--- config.mk ---
export PLATFORM = sky130hd
export DESIGN_NAME = glnfa_cfg
export DESIGN_NICKNAME = d
export VERILOG_FILES = /design/src/rtl/glnfa_pkg.sv /design/src/rtl/glnfa_cfg.sv
export SDC_FILE = /design/constraint.sdc
export NUM_CORES = 1
export LEC_CHECK = 0
export ABC_AREA = 0
export BUFFER_PORTS_ARGS = -buffer_cell sky130_fd_sc_hd__buf_2
export CELL_PAD_IN_SITES_DETAIL_PLACEMENT = 2
export CELL_PAD_IN_SITES_GLOBAL_PLACEMENT = 2
export CORE_MARGIN = 3
export CORE_UTILIZATION = 28
export CTS_BUF_LIST = sky130_fd_sc_hd__clkbuf_4
export CTS_CLUSTER_SIZE = 20
export DETAILED_ROUTE_END_ITERATION = 8
export MAX_ROUTING_LAYER = met4
export PLACE_DENSITY_LB_ADDON = 0.12
export SETUP_SLACK_MARGIN = 0.1
export SYNTH_ARGS = -nofsm -noshare
export SYNTH_HDL_FRONTEND = slang
export SYNTH_SLANG_ARGS = --single-unit
--- constraint.sdc ---
create_clock -name clk -period 1.7 [get_ports clk]
set_clock_uncertainty 0.05 [all_clocks]
set_input_delay 0 -clock clk [delete_from_list [all_inputs] [get_ports clk]]
set_output_delay 0 -clock clk [all_outputs]
set_load 0.02 [all_outputs]
--- src/rtl/glnfa_pkg.sv ---
`default_nettype none
package glnfa_pkg;

  localparam int POSITIONS   = 64;
  localparam int SYMBOL_BITS = 8;
  localparam int ROW_W       = 64;
  localparam int POS_W       = 6;
  localparam int LABEL_W     = 8;
  localparam int COUNT_W     = 7;
  localparam int CFG_IDX_W   = 2;
  localparam int CFG_DATA_W  = 64;
  localparam int CELLS       = (POSITIONS < ROW_W) ? POSITIONS : ROW_W;

  typedef enum logic [1:0] {
    REQ_FOLLOW = 2'd0,
    REQ_LABEL  = 2'd1,
    REQ_SYMBOL = 2'd2,
    REQ_EMPTY  = 2'd3
  } req_t;

  typedef enum logic [CFG_IDX_W-1:0] {
    CFG_POS_COUNT = 2'd0,
    CFG_FIRST     = 2'd1,
    CFG_LAST      = 2'd2,
    CFG_EMPTY     = 2'd3
  } cfg_idx_t;

  typedef struct packed {
    logic [ROW_W-1:0] used_mask;
    logic [ROW_W-1:0] first_mask;
    logic [ROW_W-1:0] last_mask;
    logic             empty_accepted;
  } cfg_t;

  typedef struct packed {
    req_t               req;
    logic [POS_W-1:0]   position;
    logic [ROW_W-1:0]   row_bits;
    logic [LABEL_W-1:0] label_value;
    logic [LABEL_W-1:0] symbol;
    logic               last_symbol;
  } item_t;

endpackage
`default_nettype wire

--- src/rtl/glnfa_cfg.sv ---
`default_nettype none
module glnfa_cfg (
  input  wire logic                             clk,
  input  wire logic                             rst,
  input  wire logic                             wr_en,
  input  wire logic [glnfa_pkg::CFG_IDX_W-1:0]  wr_index,
  input  wire logic [glnfa_pkg::CFG_DATA_W-1:0] wr_data,
  output glnfa_pkg::cfg_t                       cfg
);
  import glnfa_pkg::*;

  localparam logic [COUNT_W-1:0] CELL_LIM = COUNT_W'(CELLS);

  cfg_t             cfg_reg;
  logic [COUNT_W-1:0] sat_count;
  logic [ROW_W-1:0]   used_next;

  always_comb begin
    sat_count = wr_data[COUNT_W-1:0];
    if (sat_count > CELL_LIM) begin
      sat_count = CELL_LIM;
    end
    for (int i = 0; i < ROW_W; i++) begin
      used_next[i] = (COUNT_W'(i) < sat_count);
    end
  end

  always_ff @(posedge clk) begin
    if (rst) begin
      cfg_reg <= '0;
    end else if (wr_en) begin
      unique case (cfg_idx_t'(wr_index))
        CFG_POS_COUNT: cfg_reg.used_mask      <= used_next;
        CFG_FIRST:     cfg_reg.first_mask     <= wr_data[ROW_W-1:0];
        CFG_LAST:      cfg_reg.last_mask      <= wr_data[ROW_W-1:0];
        CFG_EMPTY:     cfg_reg.empty_accepted <= wr_data[0];
      endcase
    end
  end

  assign cfg = cfg_reg;

endmodule
`default_nettype wire

======== Yosys cells after proc, flatten, opt, wreduce, memory -nomap -nowiden ========
Cells that the tools add are included.
Widths: inputs -> output; s select.
storage, ports and cells
  register bits ........................... 193
  bits of input ports ..................... 69
  output and inout port bits .............. 193
  logic and storage cells ................. 78
operators by class
  magnitude comparators ................... 65
  equality and inequality tests ........... 3
  mux-type cells .......................... 1
  reductions and logical operators ........ 5
operators with widths
  operator            count
  $lt 6x7->1 const A  32
  $lt 5x7->1 const A  16
  $lt 4x7->1 const A  8
  $lt 3x7->1 const A  4
  $lt 1x7->1 const A  2
  $lt 2x7->1 const A  2
  $reduce_and 2->1    4
  $gt 7x7->1 const B  1
  $mux 7              1
  $eq 2x2->1 const B  2
  $eq 2x1->1 const B  1
  $logic_not 2->1     1

======== Longest topological paths before layout ========
  word-level depth ........................ 3
  depth in mapped cells ................... 6
  gate-level depth less buffers ........... 4

======== Least setup slack after synthesis ========
OpenSTA, ideal clock, no wires.
  path kind ............................... input port to flip-flop
  from .................................... input wr_data[1] in the netlist's numbering
  to ...................................... register cfg_reg, in the netlist cfg[170]
  setup time .............................. 0.132 ns
  arrival ................................. 1.083 ns
  required time ........................... 1.518 ns
  slack ................................... 0.434 ns
  stages on the path ...................... 5
  buffers on the path ..................... 1
  path through ............................ clkbuf_1 -> nor2_1 -> or4b_2 -> o21ai_0 -> a21oi_1
on the way
  word-level cells in the longest chain between the ends .. 3
ends and longest elaborated chain
  item                RTL line         text
  start: declaration  glnfa_cfg.sv:7   input wire logic [glnfa_pkg::CFG_DATA_W-1:0] wr_data,
  $gt 7x7->1          glnfa_cfg.sv:20  if (sat_count > CELL_LIM) begin
  $mux 7 (*)          glnfa_cfg.sv:20
  $lt 6x7->1 (*)      glnfa_cfg.sv:24  used_next[i] = (COUNT_W'(i) < sat_count);
  end: declaration    glnfa_cfg.sv:14  cfg_t cfg_reg;
Every way passes the cells marked *; elsewhere a longest branch is shown, timed or not.
A chain may end at the register's enable or synchronous reset.

======== Final worst setup path ========
  from .................................... input wr_index[0] in the netlist's numbering
  to ...................................... register cfg_reg, in the netlist cfg[79]
on the way
  word-level cells in the longest chain between the ends .. 2
ends and longest elaborated chain
  item                        RTL line         text
  start: declaration          glnfa_cfg.sv:6   input wire logic [glnfa_pkg::CFG_IDX_W-1:0] wr_index,
  $eq 2x1->1                  glnfa_cfg.sv:32  unique case (cfg_idx_t'(wr_index))
  $reduce_and 2->1 (no line)  -
No other way between the ends.

==> run metrics <==
status=completed; top cell type's share of synthesized area=55.5%; clock buffer depth=2; Critical-path top delay cell=dlygate4sd3_1; Crit Path Class=input port to register; RR Endpoint=cfg[79]; # nets final=1311; Antenna Violating Nets Remaining=0; P&R area growth vs syn=47.5%; Hold Violations, Final=0; total negative slack=0 ns; num ports=262; post-route cell area=10300 sq um; max-slew violations=0; Peak supply drop=401 uV; hold path depth=7; GRT busiest layer=met2; Post-DP Area=8750 sq um; global-route met2 utilization=41.0%; row count=57; M1 GR Usage=28.5%; Cells after DPL=1425; H-tree Lvls=4; post-route insts no fill=1578; Buf/Inv on CP=5; first drt pass iteration count=5; GP Congestion=0.777; overall power=8790 uW; die area=26800 sq um; flop2flop setup slack=0.35 ns; async set-reset flop share out of synthesis=0%; CP startpoint kind=input port; commonest non-fill, non-tap cell in the layout=nand2_1; min-delay src=wr_index[0]; post-place setup slack=0.0359 ns; Logic pwr share=15.7%; Largest register FFs=193; clk_lat worst skew=0.57 ns; highest clock rate=597 MHz; worst hold path type=input port to register; Final min period=1.67 ns; DRT iter0 DRCs=365; remaining routing DRC violations=0; Synth area leaders=dfxtp_1 (55%), nand2_1 (15%), a21oi_1 (12%), clkbuf_1 (3.3%), nor2_1 (2.9%); slew margin rel.=53.8%; CTS tree=built; Post-synth EDFFs=0; fraction of layout instances using a drive strength above 1=27.2%; critical path required time=2.19 ns; Max Cap Viol=0; first-pass GRT wire length=48400 um; Setup crit end kind=register; Clock power frac=29.6%; endpoints failing setup=0; Sw Ratio=30.3%; Die X=164 um; FF-to-FF Start=cfg[79]; Slew @ Worst Pin=0.690 ns; via count=7572; number of global-route vias before repair=8177; Sinks on Clock Net=193; ys flop type=dfxtp_1; post-synthesis sequential area ratio=55.5%; average wire per standard cell=20.4 um; Largest stage delay, worst path=0.61 ns; initial core utilization=28.6%; count of cell types in the netlist=41; crit path cell chain=buf_2 > buf_4 > nand2_1 > nor2_4 > buf_12 > nand2_1 > dlygate4sd3_1 > a21oi_2 > dlygate4sd3_1; DP HPWL=18900 um; power per cell area=856 nW/um^2; Mapped Avg Cell Area=7.92 sq um; register bit total from synthesis=193; clk root buf=clkbuf_4; hold worst-path end=cfg[39]; syn_nets=948; Leak=0.00440 uW; cell area after synthesis=6970 sq um; grt ovf=0; most frequent cells in the layout=nand2_1 (283), buf_2 (260), dfxtp_1 (193), a21oi_1 (170), dlygate4sd3_1 (119); vias per std cell=4.80; Top delay family on crit path=buffers and inverters; Internal=6130 uW; Setup WS post-layout=0.0260 ns; PortBufs=261; Reg power frac=54.6%; chip height=164 um; Syn Inst Count=879; Tot GR Track Use=24.2%; Ys Warns=0; crit path max fanout=17; Num CTS Buffers=17; cell taking the most area after synthesis=dfxtp_1; core region area=24400 sq um; met3 GRT Util=6.38%; Net Sw Power=2670 uW; antenna violations before repair=2; drt total wl=32100 um; fin crit share=98.5%; RSZ-0062 raised after global routing=yes; pin count of the biggest net entering global routing=65; FF-to-FF path depth=3; Crit path arrival time=2.16 ns; Reg clk slew, reported paths=0.17 ns
## final cells by class
| type | instances | area, sq um |
|---|---|---|
| Sequential cell | 193 | 3860 |
| Fill cell | 2820 | 14100 |
| Clock inverter | 11 | 133 |
| Antenna cell | 2 | 5.00 |
| Inverter | 2 | 7.51 |
| Clock buffer | 18 | 135 |
| Multi-Input combinational cell | 612 | 2820 |
| Tap cell | 324 | 405 |
| Timing Repair Buffer | 416 | 2900 |
## Yosys cell counts, types with 2 or more instances
master	instances
o21ai_0	18
nor3_2	2
nand2b_1	3
a221oi_1	4
or2_2	2
buf_6	3
o22ai_1	3
buf_1	2
nand3_1	6
a21oi_1	172
nand3b_1	3
clkbuf_1	61
nor2_1	54
dfxtp_1	193
nand2_1	283
buf_2	6
nor3_1	27
nor4_1	2
a31oi_1	2
inv_1	2
nor2b_1	3
a211oi_1	9
## cell families after synthesis
| group | Yosys count | synth area share, % |
|---|---|---|
| AO/OA/AOI/OAI | 214 | 16.3 |
| buffers and inverters | 74 | 4.42 |
| flip-flops | 193 | 55.5 |
| multiplexers | 1 | 0.144 |
| AND/OR/NAND/NOR | 397 | 23.7 |
## power groups by stage
stage                     clock network (uW)  logic, uW  registers (uW)
after floorplan                            0        424            5100
after global routing                    2870       1510            4830
after detailed placement                   0       1170            4900
final                                   2600       1380            4800
after CTS                               2710       1370            4810
after global placement                     0       1150            4890
## metal layers
| metal | wire, um | vias up |
|---|---|---|
| met1 | 13500 | 3718 |
| met2 | 15900 | 195 |
| met4 | 703 | 0 |
| met5 | 0 | - |
| met3 | 1950 | 32 |
| li1 | - | 3627 |
## what timing repair did
action	CTS	global route
endpoints found under the setup margin	0	7
setup buffers	0	1
hold buffers	121	0
endpoints found under the hold margin	191	0
gates resized for setup	0	2
## how the worst max path moves through the flow
stage	slack, ns	startpoint	cells past startpoint	endpoint
global route	0.007	wr_index[0]	9	cfg[79]
floorplan	0.43	wr_data[1]	5	cfg[170]
finish	0.03	wr_index[0]	9	cfg[79]
detailed placement	0.04	wr_en	5	cfg[169]
global placement	0.09	wr_index[1]	5	cfg[169]
CTS	0.24	wr_index[0]	8	cfg[123]
## metrics by stage
stage	hold slack, ns	utilization, %
after floorplan	0.0860	-
after global placement	0.205	35.9
after detailed placement	0.208	35.9
after CTS	0.0725	42.0
after global routing	0.0961	42.1
final	0.118	42.1
## worst reg2reg max path: stages (launching register included)
cell,delay (ns)
dfxtp_1,0.37
nand2_1,0.08
a21oi_2,0.18
dlygate4sd3_1,0.62
Note: power is estimated with default switching activity, not from simulation.
